File: src/rtl/sscp_pkg.sv
// ----------------------------------------------------------------------------
// sscp_pkg
// shared types and constants of the serial setpoint command parser
// ----------------------------------------------------------------------------
`default_nettype none

package sscp_pkg;

   // number of setpoint digits, most significant first
   localparam logic [1:0] NUM_DIGITS = 2'd3;

   localparam logic [7:0]  BACKSLASH_CHAR = 8'h5C;
   localparam logic [7:0]  S_CHAR         = 8'h73;
   localparam logic [7:0]  ZERO_CHAR      = 8'h30;
   localparam logic [14:0] MAX_DEGREES    = 15'd359;
   localparam logic [7:0]  MAX_OFFSET     = 8'd2;

   // register reset values
   localparam logic [7:0]  PAN_CODE_RST      = 8'd112;
   localparam logic [7:0]  TILT_CODE_RST     = 8'd116;
   localparam logic [7:0]  MAX_PWM_CODE_RST  = 8'd109;
   localparam logic [7:0]  STOP_CODE_RST     = 8'd120;
   localparam logic [15:0] DIGIT_TIMEOUT_RST = 16'd50000;

   // register indexes
   localparam logic [2:0] CSR_PAN_CODE      = 3'd0;
   localparam logic [2:0] CSR_TILT_CODE     = 3'd1;
   localparam logic [2:0] CSR_MAX_PWM_CODE  = 3'd2;
   localparam logic [2:0] CSR_STOP_CODE     = 3'd3;
   localparam logic [2:0] CSR_DIGIT_TIMEOUT = 3'd4;

   // request kinds
   localparam logic CMD_BYTE = 1'b0;
   localparam logic CMD_TICK = 1'b1;

   // result kinds
   localparam logic [2:0] KIND_PAN_SETPOINT  = 3'd0;
   localparam logic [2:0] KIND_TILT_SETPOINT = 3'd1;
   localparam logic [2:0] KIND_PAN_OFFSET    = 3'd2;
   localparam logic [2:0] KIND_TILT_OFFSET   = 3'd3;
   localparam logic [2:0] KIND_MAX_PWM       = 3'd4;
   localparam logic [2:0] KIND_STOP          = 3'd5;

   typedef enum logic [4:0] {
      PH_IDLE    = 5'b00001,
      PH_COMMAND = 5'b00010,
      PH_TARGET  = 5'b00100,
      PH_DIGITS  = 5'b01000,
      PH_OFFSET  = 5'b10000
   } phase_type;

endpackage

`default_nettype wire

File: src/rtl/serial_setpoint_command_parser.sv
// ----------------------------------------------------------------------------
// serial_setpoint_command_parser
// parses backslash, 's', target code, setpoint digits and offset from a
// stream of received bytes and timer ticks, emitting setpoint and event results
// ----------------------------------------------------------------------------
//  channel | direction | ports                          | accepted when
//  --------+-----------+--------------------------------+-----------------------
//  req     | in        | req_cmd, req_rx_byte           | req_valid & req_ready
//  rsp     | out       | rsp_event_kind, rsp_event_value| rsp_valid & rsp_ready
//  csr     | in        | csr_index, csr_wdata           | csr_valid & csr_ready
//
//  one request per cycle while req_ready is high: parse state updates in the
//  cycle a request is taken, its result (if any) sits in the result register
//  from the next cycle; req_ready drops only while a result waits there and
//  rsp_ready is low, so requests stall only while the consumer holds off
//  csr_ready is always high; writes take effect on the next request
//  synchronous active-high reset restores register defaults and the idle phase
// ----------------------------------------------------------------------------
`default_nettype none

module serial_setpoint_command_parser (
   input  wire logic        clock,
   input  wire logic        reset,
   // request channel
   input  wire logic        req_valid,
   output      logic        req_ready,
   input  wire logic        req_cmd,
   input  wire logic [7:0]  req_rx_byte,
   // result channel
   output      logic        rsp_valid,
   input  wire logic        rsp_ready,
   output      logic [2:0]  rsp_event_kind,
   output      logic [8:0]  rsp_event_value,
   // configuration channel
   input  wire logic        csr_valid,
   output      logic        csr_ready,
   input  wire logic [2:0]  csr_index,
   input  wire logic [15:0] csr_wdata
);

   import sscp_pkg::*;

   // configuration registers
   logic [7:0]  pan_code_ff;
   logic [7:0]  tilt_code_ff;
   logic [7:0]  max_pwm_code_ff;
   logic [7:0]  stop_code_ff;
   logic [15:0] digit_timeout_ff;

   // parse state
   phase_type   phase_ff, phase_in;
   logic        axis_is_tilt_ff, axis_is_tilt_in;
   logic [1:0]  digit_count_ff, digit_count_in;
   logic [14:0] value_accum_ff, value_accum_in;
   logic [15:0] idle_ticks_ff, idle_ticks_in;

   // result register
   logic        rsp_valid_ff, rsp_valid_in;
   logic [2:0]  rsp_kind_ff, rsp_kind_in;
   logic [8:0]  rsp_value_ff, rsp_value_in;

   logic        req_fire;
   logic        emit;
   logic [2:0]  emit_kind;
   logic [8:0]  emit_value;
   logic [7:0]  digit;
   logic [14:0] accum_new;
   logic [1:0]  count_new;
   logic [16:0] ticks_new;

   // the result register frees up in the same cycle it is taken
   assign req_ready = !rsp_valid_ff || rsp_ready;
   assign req_fire  = req_valid && req_ready;
   assign csr_ready = 1'b1;

   assign rsp_valid       = rsp_valid_ff;
   assign rsp_event_kind  = rsp_kind_ff;
   assign rsp_event_value = rsp_value_ff;

   // digit value wraps mod 256 for non-digit bytes
   assign digit     = req_rx_byte - ZERO_CHAR;
   // value * 10 + digit, kept to 15 bits
   assign accum_new = (value_accum_ff << 3) + (value_accum_ff << 1) + {7'd0, digit};
   assign count_new = digit_count_ff + 2'd1;
   assign ticks_new = {1'b0, idle_ticks_ff} + 17'd1;

   // configuration writes; unknown indexes are dropped
   always_ff @(posedge clock) begin
      if (reset) begin
         pan_code_ff      <= PAN_CODE_RST;
         tilt_code_ff     <= TILT_CODE_RST;
         max_pwm_code_ff  <= MAX_PWM_CODE_RST;
         stop_code_ff     <= STOP_CODE_RST;
         digit_timeout_ff <= DIGIT_TIMEOUT_RST;
      end else if (csr_valid && csr_ready) begin
         case (csr_index)
            CSR_PAN_CODE:      pan_code_ff      <= csr_wdata[7:0];
            CSR_TILT_CODE:     tilt_code_ff     <= csr_wdata[7:0];
            CSR_MAX_PWM_CODE:  max_pwm_code_ff  <= csr_wdata[7:0];
            CSR_STOP_CODE:     stop_code_ff     <= csr_wdata[7:0];
            CSR_DIGIT_TIMEOUT: digit_timeout_ff <= csr_wdata;
            default: ;
         endcase
      end
   end

   // parse step for one request
   always_comb begin
      phase_in        = phase_ff;
      axis_is_tilt_in = axis_is_tilt_ff;
      digit_count_in  = digit_count_ff;
      value_accum_in  = value_accum_ff;
      idle_ticks_in   = idle_ticks_ff;
      emit            = 1'b0;
      emit_kind       = KIND_STOP;
      emit_value      = 9'd0;

      if (req_cmd == CMD_TICK) begin
         // ticks only count while waiting for a digit or the offset
         if (phase_ff inside {PH_DIGITS, PH_OFFSET}) begin
            if (ticks_new >= {1'b0, digit_timeout_ff}) begin
               phase_in       = PH_IDLE;
               digit_count_in = 2'd0;
               value_accum_in = 15'd0;
               idle_ticks_in  = 16'd0;
            end else begin
               idle_ticks_in = ticks_new[15:0];
            end
         end
      end else begin
         case (phase_ff)
            PH_IDLE: begin
               if (req_rx_byte == BACKSLASH_CHAR) phase_in = PH_COMMAND;
            end
            PH_COMMAND: begin
               if (req_rx_byte == S_CHAR) begin
                  phase_in = PH_TARGET;
               end else begin
                  phase_in       = PH_IDLE;
                  digit_count_in = 2'd0;
                  value_accum_in = 15'd0;
                  idle_ticks_in  = 16'd0;
               end
            end
            PH_TARGET: begin
               phase_in       = PH_IDLE;
               digit_count_in = 2'd0;
               value_accum_in = 15'd0;
               idle_ticks_in  = 16'd0;
               // first matching code wins: pan, tilt, max pwm, stop
               if (req_rx_byte == pan_code_ff) begin
                  phase_in        = PH_DIGITS;
                  axis_is_tilt_in = 1'b0;
               end else if (req_rx_byte == tilt_code_ff) begin
                  phase_in        = PH_DIGITS;
                  axis_is_tilt_in = 1'b1;
               end else if (req_rx_byte == max_pwm_code_ff) begin
                  emit      = 1'b1;
                  emit_kind = KIND_MAX_PWM;
               end else if (req_rx_byte == stop_code_ff) begin
                  emit      = 1'b1;
                  emit_kind = KIND_STOP;
               end
            end
            PH_DIGITS: begin
               idle_ticks_in  = 16'd0;
               value_accum_in = accum_new;
               digit_count_in = count_new;
               if (count_new >= NUM_DIGITS) begin
                  if (accum_new > MAX_DEGREES) begin
                     // out of range setpoint drops the command
                     phase_in       = PH_IDLE;
                     digit_count_in = 2'd0;
                     value_accum_in = 15'd0;
                  end else begin
                     phase_in       = PH_OFFSET;
                     digit_count_in = 2'd0;
                     emit           = 1'b1;
                     emit_kind      = axis_is_tilt_ff ? KIND_TILT_SETPOINT
                                                      : KIND_PAN_SETPOINT;
                     emit_value     = accum_new[8:0];
                  end
               end
            end
            PH_OFFSET: begin
               phase_in       = PH_IDLE;
               digit_count_in = 2'd0;
               value_accum_in = 15'd0;
               idle_ticks_in  = 16'd0;
               emit           = 1'b1;
               emit_kind      = axis_is_tilt_ff ? KIND_TILT_OFFSET : KIND_PAN_OFFSET;
               // offsets above the limit collapse to zero
               emit_value     = (digit > MAX_OFFSET) ? 9'd0 : {7'd0, digit[1:0]};
            end
            default: begin
               phase_in       = PH_IDLE;
               digit_count_in = 2'd0;
               value_accum_in = 15'd0;
               idle_ticks_in  = 16'd0;
            end
         endcase
      end
   end

   // result register load and drain
   always_comb begin
      rsp_valid_in = rsp_valid_ff;
      rsp_kind_in  = rsp_kind_ff;
      rsp_value_in = rsp_value_ff;
      if (rsp_valid_ff && rsp_ready) rsp_valid_in = 1'b0;
      if (req_fire && emit) begin
         rsp_valid_in = 1'b1;
         rsp_kind_in  = emit_kind;
         rsp_value_in = emit_value;
      end
   end

   always_ff @(posedge clock) begin
      if (reset) begin
         phase_ff        <= PH_IDLE;
         axis_is_tilt_ff <= 1'b0;
         digit_count_ff  <= 2'd0;
         value_accum_ff  <= 15'd0;
         idle_ticks_ff   <= 16'd0;
         rsp_valid_ff    <= 1'b0;
      end else begin
         if (req_fire) begin
            phase_ff        <= phase_in;
            axis_is_tilt_ff <= axis_is_tilt_in;
            digit_count_ff  <= digit_count_in;
            value_accum_ff  <= value_accum_in;
            idle_ticks_ff   <= idle_ticks_in;
         end
         rsp_valid_ff <= rsp_valid_in;
      end
   end

   // payload needs no reset
   always_ff @(posedge clock) begin
      rsp_kind_ff  <= rsp_kind_in;
      rsp_value_ff <= rsp_value_in;
   end

endmodule

`default_nettype wire

File: config.mk
export PLATFORM = sky130hd
export DESIGN_NAME = serial_setpoint_command_parser
export DESIGN_NICKNAME = d
export VERILOG_FILES = /design/src/rtl/sscp_pkg.sv /design/src/rtl/serial_setpoint_command_parser.sv
export SDC_FILE = /design/constraint.sdc
export NUM_CORES = 1
export LEC_CHECK = 0
export CORE_UTILIZATION = 50
export DETAILED_ROUTE_END_ITERATION = 8
export DONT_BUFFER_PORTS = 1
export GPL_ROUTABILITY_DRIVEN = 0
export GPL_TIMING_DRIVEN = 0
export PLACE_DENSITY = 0.62
export SLEW_MARGIN = 30
export SYNTH_ARGS = -nofsm -noshare
export SYNTH_HDL_FRONTEND = slang
export SYNTH_SLANG_ARGS = --single-unit
export TNS_END_PERCENT = 30
File: constraint.sdc
create_clock -name clock -period 11.6 [get_ports clock]
set_clock_uncertainty 0.15 [all_clocks]
set_input_delay 1.16 -clock clock [delete_from_list [all_inputs] [get_ports clock]]
set_output_delay 1.16 -clock clock [all_outputs]
set_load 0.01 [all_outputs]
==> flow_metrics.env, run 1 <==
export IMPL_status="completed"
export IMPL_dr_pass1_iters=5
export IMPL_r2r_cells=11
export IMPL_pwr_density_cell_nw_per_um2=107.2
export IMPL_grt_pass1_vias=4855
export IMPL_die_y_microns=111.7
export IMPL_min_delay_path_class="reg2reg"
export IMPL_dieArea_sq_um=12480
export IMPL_min_period_ns=5.328
export IMPL_vdd_drop_max_mv=0.07454
export IMPL_setup_ws_ns=6.272
export IMPL_post_route_period_util_pct=45.93
export IMPL_max_slew_margin_pct=49.18
export IMPL_maxCapViolCount=0
export IMPL_slew_violations=0
export IMPL_r2r_start="value_accum_ff[2]"
export IMPL_die_w_microns=111.7
export IMPL_yosysTopAreaCellShare_pct=28.93
export IMPL_yosys_area_top_type="dfxtp_1"
export IMPL_cts_root_buf="clkbuf_16"
export IMPL_cp_end_kind="flop"
export IMPL_r2r_slack_ns=7.35
export IMPL_areaGrowthSynthToFinish_pct=7.441
export IMPL_syn_nets=796
export IMPL_detail_route_wl_per_cell_microns=16.59
export IMPL_p_sw_uw=170.9
export IMPL_dr_first_iter_drc_count=247
export IMPL_drt_wl_total_mm=14.51
export IMPL_combPwrFrac_pct=8.3
export IMPL_yosysUniqueCellTypes=74
export IMPL_nets=807
export IMPL_worstSetupEndpoint="rsp_event_value[5]"
export IMPL_antenna_left=0
export IMPL_portBuffers=0
export IMPL_grt_usage_pct=24.29
export IMPL_synth_commonest_cells="106 x nand2_1, 87 x dfxtp_1, 70 x nor2_1"
export IMPL_insertion_delay_ns=0.36
export IMPL_io_pins=48
export IMPL_diodes=0
export IMPL_r2r_end="rsp_event_value[5]"
export IMPL_initial_core_util_pct=52.05
export IMPL_viasPerCell=5.645
export IMPL_p_int_uw=522.6
export IMPL_synth_cells=717
export IMPL_rsz0062_at_grt="no"
export IMPL_syn_avg_cell_area_sq_um=8.395
export IMPL_drive_gt1_share_pct=4.645
export IMPL_hold_violations=0
export IMPL_cp_arrival_ns=5.18
export IMPL_async_flop_share_pct=0
export IMPL_syn_area_sq_um=6020
export IMPL_clkPwrFrac_pct=40.6
export IMPL_ys_seq_area_share_pct=34.92
export IMPL_numCtsBuffers=9
export IMPL_yosysWarnings=0
export IMPL_dp_worst_setup_slack_ns=5.883
export IMPL_post_cts_setup_buffers=0
export IMPL_p_leak_nw=2.609
export IMPL_synth_ff_type="dfxtp_1"
export IMPL_overflow=0
export IMPL_required_ns=11.46
export IMPL_clock_sinks=99
export IMPL_cts_tree="yes"
export IMPL_row_count=39
export IMPL_finalHoldWorstSlack_ns=0.3070
export IMPL_critPathLaunchType="input pin"
export IMPL_cp_startpoint="req_rx_byte[3]"
export IMPL_swShare_pct=24.64
export IMPL_vias=4939
export IMPL_worst_pin_slew_ns=0.7564
export IMPL_cts_max_level=3
export IMPL_yosys_top_cells_area="dfxtp_1 29%, ha_1 8.3%, nand2_1 6.6%"
export IMPL_ys_seq_elements=99
export IMPL_hold_buffers=0
export IMPL_core_sq_um=11560
export IMPL_clockBufferDepth=2
export IMPL_synth_edf_count=12
export IMPL_power_frac_seq_pct=51.1
export IMPL_post_cts_resized=0
export IMPL_tns_ns=0
export IMPL_dpl_hpwl_mm=10.90
export IMPL_drc=0
export IMPL_grt_pass1_wl_mm=23.59
export IMPL_setup_violations=0
export IMPL_clkSlewWorstSetupHoldPaths_ns=0.06
export IMPL_path_class="in2reg"
export IMPL_grt_start_max_net_pins=16
export IMPL_synth_most_common_cell="nand2_1"
export IMPL_fmax_ghz=0.1877
export IMPL_path_max_fanout=12
export IMPL_antenna_found_initial=0
[sequential cells by signal, summed over array words and instances (netlist names)]
name,cells
pan_code_ff,8
idle_ticks_ff,16
digit_timeout_ff,16
digit_count_ff,2
tilt_code_ff,8
stop_code_ff,8
rsp_event_kind,3
rsp_event_value,9
rsp_valid,1
phase_ff,5
axis_is_tilt_ff,1
max_pwm_code_ff,8
value_accum_ff,14
[power by group through the flow]
stage,Combinational (mW),Sequential [mW],Clock (mW)
2_1_floorplan,0.0433,0.361,0
3_3_place_gp,0.0555,0.362,0
3_5_place_dp,0.0570,0.362,0
4_1_cts,0.0574,0.354,0.285
5_1_grt,0.0643,0.355,0.298
6_report,0.0576,0.354,0.282
[placed cells by master (no fill, tap or decap), types with 4 or more instances in the layout]
cell,synthesis,final
o211ai_1,4,4
or4_1,4,4
clkbuf_16,0,9
xor2_1,28,28
nand4_1,10,10
a21o_1,5,5
a31oi_1,5,5
nand3b_1,23,23
xnor2_1,45,45
nor2_1,70,70
edfxtp_1,12,12
a21oi_1,46,46
nor4_1,5,5
a22o_1,5,5
inv_1,43,43
a211oi_1,4,4
clkbuf_1,23,24
nor3_1,10,10
o21ai_0,12,12
ha_1,40,40
nand2_1,106,106
mux2i_1,8,8
nand3_1,19,19
fa_1,6,6
nor2b_1,9,9
a211o_1,5,5
nand2b_1,9,9
dfxtp_1,87,87
and3_1,4,4
[layout make-up]
type / count / area [sq um]
fillers: 1087 / 5097
multi-input cells: 545 / 3625
flip-flops and latches: 99 / 2102
clock buffers: 11 / 242.7
well taps: 143 / 178.9
inverters: 43 / 161.4
plain buffers: 30 / 131.4
clock inverters: 4 / 26.28
[per-layer routing]
layer | GRT usage [%] | share of wire [%] | vias up
li1 | - | - | 2490
met1 | 29.68 | 45 | 2313
met2 | 41.99 | 48 | 112
met3 | 3.647 | 4.6 | 24
met4 | 11.35 | 2.2 | 0
met5 | 0 | 0 | -
[worst max-delay path: stages]
cell,delay (ns)
clkbuf_1,0.52
inv_1,0.14
fa_1,0.61
inv_1,0.06
ha_1,0.31
a211oi_2,0.38
o211ai_2,0.18
a41oi_1,0.19
nand3b_1,0.21
o21bai_1,0.26
or4_1,0.60
a2bb2oi_1,0.20
inv_1,0.34
[worst min path at each step]
stage | startpoint | end | cells past startpoint
5_1_grt | digit_timeout_ff[10] | digit_timeout_ff[10] | 2
3_5_place_dp | digit_timeout_ff[1] | digit_timeout_ff[1] | 2
4_1_cts | digit_timeout_ff[1] | digit_timeout_ff[1] | 2
6_report | digit_timeout_ff[1] | digit_timeout_ff[1] | 2
3_3_place_gp | axis_is_tilt_ff | axis_is_tilt_ff | 2
2_1_floorplan | axis_is_tilt_ff | axis_is_tilt_ff | 2
[kinds of logic after synthesis]
kind of cell	count (synthesis)	share of synthesized area, %
simple gates	294	24.05
flops	99	34.92
buf+inv	73	4.864
fa+ha+maj	46	10.31
mux	9	1.517
xor+xnor	73	10.62
other cells	1	0.06230
compound gates	122	13.66
[stage by stage]
| step | power (mW) | cells | util [%] | cell area, sq um |
|---|---|---|---|---|
| 3_5_place_dp | 0.4192 | 860 | 53.60 | 6198 |
| 3_3_place_gp | 0.4176 | 860 | 53.60 | 6198 |
| 5_1_grt | 0.7167 | 875 | 55.92 | 6467 |
| 6_report | 0.6935 | 875 | 55.92 | 6467 |
| 4_1_cts | 0.6970 | 875 | 55.92 | 6467 |
| 2_1_floorplan | 0.4046 | 717 | - | 6020 |
(Power assumes the default switching activity.)
==> run 2, diff against run 1 <==
--- a/config.mk
+++ b/config.mk
@@ -5,12 +5,13 @@
 export SDC_FILE = /design/constraint.sdc
 export NUM_CORES = 1
 export LEC_CHECK = 0
+export ABC_AREA = 1
 export CORE_UTILIZATION = 50
 export DETAILED_ROUTE_END_ITERATION = 8
 export DONT_BUFFER_PORTS = 1
 export GPL_ROUTABILITY_DRIVEN = 0
 export GPL_TIMING_DRIVEN = 0
-export PLACE_DENSITY = 0.62
+export PLACE_DENSITY = 0.65
 export SLEW_MARGIN = 30
 export SYNTH_ARGS = -nofsm -noshare
 export SYNTH_HDL_FRONTEND = slang
==> constraint.sdc (replaced) <==
create_clock -name clock -period 4.7 [get_ports clock]
set_clock_uncertainty 0.15 [all_clocks]
set_input_delay 0.47 -clock clock [delete_from_list [all_inputs] [get_ports clock]]
set_output_delay 0.47 -clock clock [all_outputs]
set_load 0.01 [all_outputs]
==> flow_metrics.env, run 2 <==
export IMPL_viasPerCell=5.342
export IMPL_fill_cells=1153
export IMPL_clkSlewWorstSetupHoldPaths_ns=0.07
export IMPL_critPathLaunchType="input pin"
export IMPL_numCtsBuffers=9
export IMPL_final_util_pct=55.48
export IMPL_cp_startpoint="req_rx_byte[5]"
export IMPL_cts_tree="yes"
export IMPL_ys_seq_elements=99
export IMPL_syn_nets=973
export IMPL_dr_pass1_iters=5
export IMPL_drc=0
export IMPL_dr_first_iter_drc_count=312
export IMPL_diodes=0
export IMPL_tns_ns=0
export IMPL_async_flop_share_pct=0
export IMPL_ys_seq_area_share_pct=33.99
export IMPL_synth_ff_type="dfxtp_1"
export IMPL_insertion_delay_ns=0.36
export IMPL_nets=984
export IMPL_synth_commonest_cells="225 x nand2_1, 131 x inv_1, 87 x dfxtp_1"
export IMPL_cts_root_buf="clkbuf_16"
export IMPL_antenna_left=0
export IMPL_path_class="in2reg"
export IMPL_routed_top_layer="met4"
export IMPL_grt_start_max_net_pins=16
export IMPL_status="completed"
export IMPL_fmax_ghz=0.2551
export IMPL_areaGrowthSynthToFinish_pct=7.748
export IMPL_cp_arrival_ns=3.78
export IMPL_crit_path_frequent_cell="nand2_1"
export IMPL_synth_cells=894
export IMPL_initial_core_util_pct=51.49
export IMPL_grt_usage_pct=25.68
export IMPL_vias=5647
export IMPL_portBuffers=0
export IMPL_cp_end_kind="flop"
export IMPL_drive_gt1_share_pct=5.824
export IMPL_rsz0062_at_grt="no"
export IMPL_maxCapViolCount=0
export IMPL_grt_pass1_vias=5354
export IMPL_r2r_start="idle_ticks_ff[0]"
export IMPL_post_cts_resized=0
export IMPL_clockBufferDepth=2
export IMPL_yosys_area_top_type="dfxtp_1"
export IMPL_grt_pass1_wl_mm=25.69
export IMPL_row_count=40
export IMPL_regArea_sq_um=2102
export IMPL_overflow=0
export IMPL_detail_route_wl_per_cell_microns=14.55
export IMPL_path_max_fanout=12
export IMPL_met1_length_mm=6.630
export IMPL_crit_slowest_cell="fa_1"
export IMPL_muxShareOfSynthArea_pct=0
export IMPL_hold_buffers=0
export IMPL_synth_compound_gate_area_share_pct=10.24
export IMPL_clock_sinks=99
export IMPL_pwr_density_cell_nw_per_um2=273.0
export IMPL_min_period_ns=3.920
export IMPL_critPathMaxStageDelay_ns=0.46
export IMPL_io_pins=48
export IMPL_crit_chain="clkbuf_1 > inv_1 > o21ai_0 > xor2_1 > fa_1 > inv_1 > ha_1 > nand2_1 > inv_1 > nand2_1 > nand2_1 > inv_1 > nand2_1 > nand2_1 > nand2_1 > nor2_1 > nand3_1 > nor2_4 > nand3_1 > nand2_1 > nand2_1 > inv_1"
export IMPL_worst_pin_slew_ns=0.8501
export IMPL_die_w_microns=113.2
export IMPL_syn_area_sq_um=6185
export IMPL_cts_max_level=3
export IMPL_hold_violations=0
export IMPL_syn_avg_cell_area_sq_um=6.918
export IMPL_yosysUniqueCellTypes=38
export IMPL_required_ns=4.56
export IMPL_dieArea_sq_um=12820
export IMPL_drt_wl_total_mm=15.38
export IMPL_slew_violations=0
export IMPL_synth_edf_count=12
export IMPL_yosysWarnings=0
export IMPL_wl_met2_mm=7.291
export IMPL_setup_violations=0
export IMPL_yosys_top_cells_area="dfxtp_1 28%, nand2_1 14%, ha_1 8.1%"
export IMPL_hp_start="csr_wdata[2]"
export IMPL_cp_num_buf_inv=6
export IMPL_p_leak_nw=3.187
export IMPL_yosysTopAreaCellShare_pct=28.16
export IMPL_synth_simple_area_share_pct=29.88
export IMPL_min_delay_path_class="in2reg"
export IMPL_layout_commonest_cell="nand2_1"
export IMPL_die_y_microns=113.2
export IMPL_crit_family="simple AND/OR/NAND/NOR gates"
export IMPL_dpl_hpwl_mm=11.89
export IMPL_multi_input_area_sq_um=3430
export IMPL_core_sq_um=12010
export IMPL_wl_met3_mm=1.103
export IMPL_mostFrequentLayoutCells="225 x nand2_1, 131 x inv_1, 87 x dfxtp_1"
export IMPL_synth_most_common_cell="nand2_1"
export IMPL_synth_xor_xnor_area_share_pct=5.240
export IMPL_post_route_period_util_pct=83.40
export IMPL_post_cts_setup_buffers=0
export IMPL_synth_top_family_by_area="simple AND/OR/NAND/NOR gates"
export IMPL_vdd_drop_max_mv=0.2004
export IMPL_antenna_found_initial=0
export IMPL_max_slew_margin_pct=42.89
export IMPL_yosys_area_share_adder_pct=10.03
export IMPL_reg_top3="digit_timeout_ff: 16 flops, idle_ticks_ff: 16 flops, value_accum_ff: 14 flops"
run 2: changes by cell type in the layout (fill, tap and decap cells not counted), moves of 20 or more:
cell	before	now
nand3b_1	23	3
a21oi_1	46	68
o21ai_0	12	43
inv_1	43	131
xnor2_1	45	23
nand2_1	106	225
nand3_1	19	66
run 2: per-stage QoR:
| stage | instance area (sq um) | instances | hold slack (ns) | total power, mW | setup slack [ns] |
|---|---|---|---|---|---|
| 6_report | 6664 | 1057 | 0.08863 | 1.819 | 0.7802 |
| 5_1_grt | 6664 | 1057 | 0.08486 | 1.886 | 0.3708 |
| 4_1_cts | 6664 | 1057 | 0.08009 | 1.831 | 0.7832 |
| 3_5_place_dp | 6369 | 1041 | 0.2992 | 1.092 | 0.4204 |
| 3_3_place_gp | 6369 | 1041 | 0.2958 | 1.087 | 0.4107 |
| 2_1_floorplan | 6185 | 894 | 0.2741 | 1.043 | 0.9976 |
run 2: power breakdown:
part | total, mW | internal [mW] | switching [mW]
clock | 0.745 | 0.425 | 0.320
combinational | 0.190 | 0.0649 | 0.125
sequential | 0.885 | 0.873 | 0.0123
run 2: final timing paths:
kind	end	slack, ns	cells past startpoint
setup reg to reg	value_accum_ff[10]	0.94	25
setup / recovery	rsp_event_value[2]	0.78	22
hold reg to reg	axis_is_tilt_ff	0.31	2
hold / removal	max_pwm_code_ff[2]	0.09	2
run 2: cell type report:
cell class | instances | area share [%]
multi-input cells | 634 | 51.46
flip-flops and latches | 99 | 31.54
inverters | 135 | 7.604
clock buffers | 11 | 3.643
well taps | 147 | 2.760
plain buffers | 26 | 2.197
clock inverters | 5 | 0.7886
run 2: layer usage:
metal | vias up | track usage (%)
met1 | 2571 | 31.90
met2 | 180 | 43.39
met3 | 24 | 4.981
li1 | 2872 | -
met4 | 0 | 11.05
met5 | - | 0
run 2: cell families after synthesis:
family,after synthesis
AND/OR/NAND/NOR,429
other,1
buffers and inverters,161
flip-flops,99
adder cells (fa/ha/maj),46
AO/OA/AOI/OAI,121
XOR/XNOR,37
==> run 3, diff against run 2 <==
--- a/config.mk
+++ b/config.mk
@@ -5,7 +5,7 @@
 export SDC_FILE = /design/constraint.sdc
 export NUM_CORES = 1
 export LEC_CHECK = 0
-export ABC_AREA = 1
+export ABC_AREA = 0
 export CORE_UTILIZATION = 50
 export DETAILED_ROUTE_END_ITERATION = 8
 export DONT_BUFFER_PORTS = 1
==> constraint.sdc (replaced) <==
create_clock -name clock -period 3.3 [get_ports clock]
set_clock_uncertainty 0.15 [all_clocks]
set_input_delay 0.33 -clock clock [delete_from_list [all_inputs] [get_ports clock]]
set_output_delay 0.33 -clock clock [all_outputs]
set_load 0.01 [all_outputs]
==> flow_metrics.env, run 3 (synthesis gave the netlist of run 1 again) <==
export IMPL_areaGrowthSynthToFinish_pct=22.39
export IMPL_required_ns=3.37
export IMPL_nets=846
export IMPL_clockBufferDepth=2
export IMPL_viasPerCell=5.663
export IMPL_dieArea_sq_um=12480
export IMPL_setup_violations=34
export IMPL_slew_violations=0
export IMPL_drc=2
export IMPL_die_y_microns=111.7
export IMPL_p_leak_nw=2.925
export IMPL_cts_root_buf="clkbuf_16"
export IMPL_maxCapViolCount=0
export IMPL_antenna_left=0
export IMPL_final_util_pct=63.70
export IMPL_clock_sinks=99
export IMPL_detail_route_wl_per_cell_microns=17.14
export IMPL_core_sq_um=11560
export IMPL_fill_cells=962
export IMPL_cp_end_kind="flop"
export IMPL_critPathLaunchType="flop"
export IMPL_hold_violations=0
export IMPL_row_count=39
export IMPL_layout_commonest_cell="nand2_1"
export IMPL_overflow=0
export IMPL_path_class="reg2reg"
export IMPL_placed_cells=860
export IMPL_setup_ws_ns=-0.3825
export IMPL_dr_first_iter_drc_count=264
export IMPL_r2r_slack_ns=-0.38
export IMPL_max_slew_margin_pct=35.69
export IMPL_worst_pin_slew_ns=0.9573
export IMPL_cp_arrival_ns=3.75
export IMPL_die_w_microns=111.7
export IMPL_fmax_ghz=0.2716
export IMPL_vias=5182
export IMPL_cts_tree="yes"
export IMPL_min_period_ns=3.682
export IMPL_rsz0062_at_grt="yes"
export IMPL_final_cells=915
export IMPL_violations="design-rule violations, negative setup slack"
export IMPL_grt_pass1_vias=5210
export IMPL_drive_gt1_share_pct=18.13
export IMPL_io_pins=48
export IMPL_portBuffers=0
export IMPL_path_max_fanout=4
export IMPL_reg_top3="digit_timeout_ff: 16 flops, idle_ticks_ff: 16 flops, value_accum_ff: 14 flops"
export IMPL_clkSlewWorstSetupHoldPaths_ns=0.07
export IMPL_post_route_period_util_pct=111.6
export IMPL_mostFrequentLayoutCells="103 x nand2_1, 75 x dfxtp_1, 63 x nor2_1"
export IMPL_cts_max_level=3
export IMPL_grt_usage_pct=26.14
export IMPL_antenna_found_initial=0
export IMPL_diodes=0
export IMPL_status="finished, violations left"
export IMPL_dr_pass1_iters=6
export IMPL_vdd_drop_max_mv=0.2879
export IMPL_dpl_hpwl_mm=11.16
export IMPL_insertion_delay_ns=0.36
export IMPL_initial_core_util_pct=52.05
export IMPL_min_delay_path_class="in2reg"
export IMPL_pwr_density_cell_nw_per_um2=363.0
export IMPL_numCtsBuffers=9
export IMPL_drt_wl_total_mm=15.68
export IMPL_grt_pass1_wl_mm=25.58
export IMPL_grt_start_max_net_pins=18
[run 3: changes by cell type in the layout (fill, tap and decap cells not counted), sizes merged, moves of 20 or more]
cell / previous run / this run
inv: 134 / 46
nand3: 68 / 19
a21oi: 68 / 48
nand3b: 3 / 23
xnor2: 23 / 45
o21ai: 43 / 15
nor2: 90 / 70
nand2: 229 / 106
[run 3: through the flow]
| step | hold slack (ns) | area, sq um | worst slack [ns] | TNS (ns) | power, mW |
|---|---|---|---|---|---|
| final | 0.06713 | 7367 | -0.3825 | -7.725 | 2.675 |
| after global routing | 0.06813 | 7367 | -0.4792 | -12.11 | 2.771 |
| after CTS | 0.08265 | 7122 | -0.3511 | -5.587 | 2.665 |
| after detailed placement | 0.2994 | 6321 | -0.9399 | -28.08 | 1.489 |
| after global placement | 0.2966 | 6321 | -0.9039 | -25.76 | 1.483 |
| after floorplan | 0.2863 | 6142 | -0.3525 | -5.355 | 1.438 |
[run 3: per-layer routing]
metal	track usage, %	routed length [microns]	vias to the layer above
met5	0	0	-
met3	3.811	593	39
li1	-	-	2555
met4	11.44	480	0
met1	31.31	6812	2453
met2	46.42	7795	135
[run 3: cell type report]
| type | count | area, sq um | share of cell area [%] |
|---|---|---|---|
| timing repair buffer | 38 | 332.8 | 4.518 |
| clock inverter | 7 | 97.59 | 1.325 |
| buffer | 30 | 178.9 | 2.429 |
| inverter | 43 | 166.4 | 2.259 |
| tap | 143 | 178.9 | 2.429 |
| sequential | 99 | 2125 | 28.84 |
| timing repair inverter | 1 | 7.507 | 0.1019 |
| clock buffer | 9 | 225.2 | 3.057 |
| multi-input combinational | 545 | 4055 | 55.04 |
[run 3: worst paths after layout]
check                       from             endpoint  depth (start not counted)
max            value_accum_ff[0]   rsp_event_value[0]                         13
min               req_rx_byte[1]    value_accum_ff[1]                          2
max reg2reg    value_accum_ff[0]   rsp_event_value[0]                         13
min reg2reg  digit_timeout_ff[7]  digit_timeout_ff[7]                          2
[run 3: worst max-delay path, stage by stage (launching register included)]
cell,delay (ns)
dfxtp_2,0.35
inv_2,0.04
fa_2,0.58
inv_2,0.05
ha_4,0.21
a211oi_4,0.32
o21bai_1,0.22
xnor2_2,0.15
a31oi_4,0.23
buf_4,0.15
o22ai_1,0.07
or4_4,0.44
o41ai_4,0.37
and3b_1,0.22
[run 3: repair_timing]
action                                  4_1_cts  5_1_grt
pin swaps                                    22       22
gates resized for setup                      44       49
endpoints found under the setup margin       53       60
hold buffers                                 16        0
buffers inserted                             15        7
endpoints found under the hold margin        48        0
cloned                                        1        0
[run 3: report_power, final]
part / internal [mW] / total, mW / leakage (nW) / switching [mW]
sequential: 1.23 / 1.24 / 0.815 / 0.0134
clock: 0.669 / 1.15 / 0.157 / 0.482
combinational: 0.120 / 0.280 / 1.95 / 0.159
total: 2.02 / 2.67 / 2.93 / 0.655
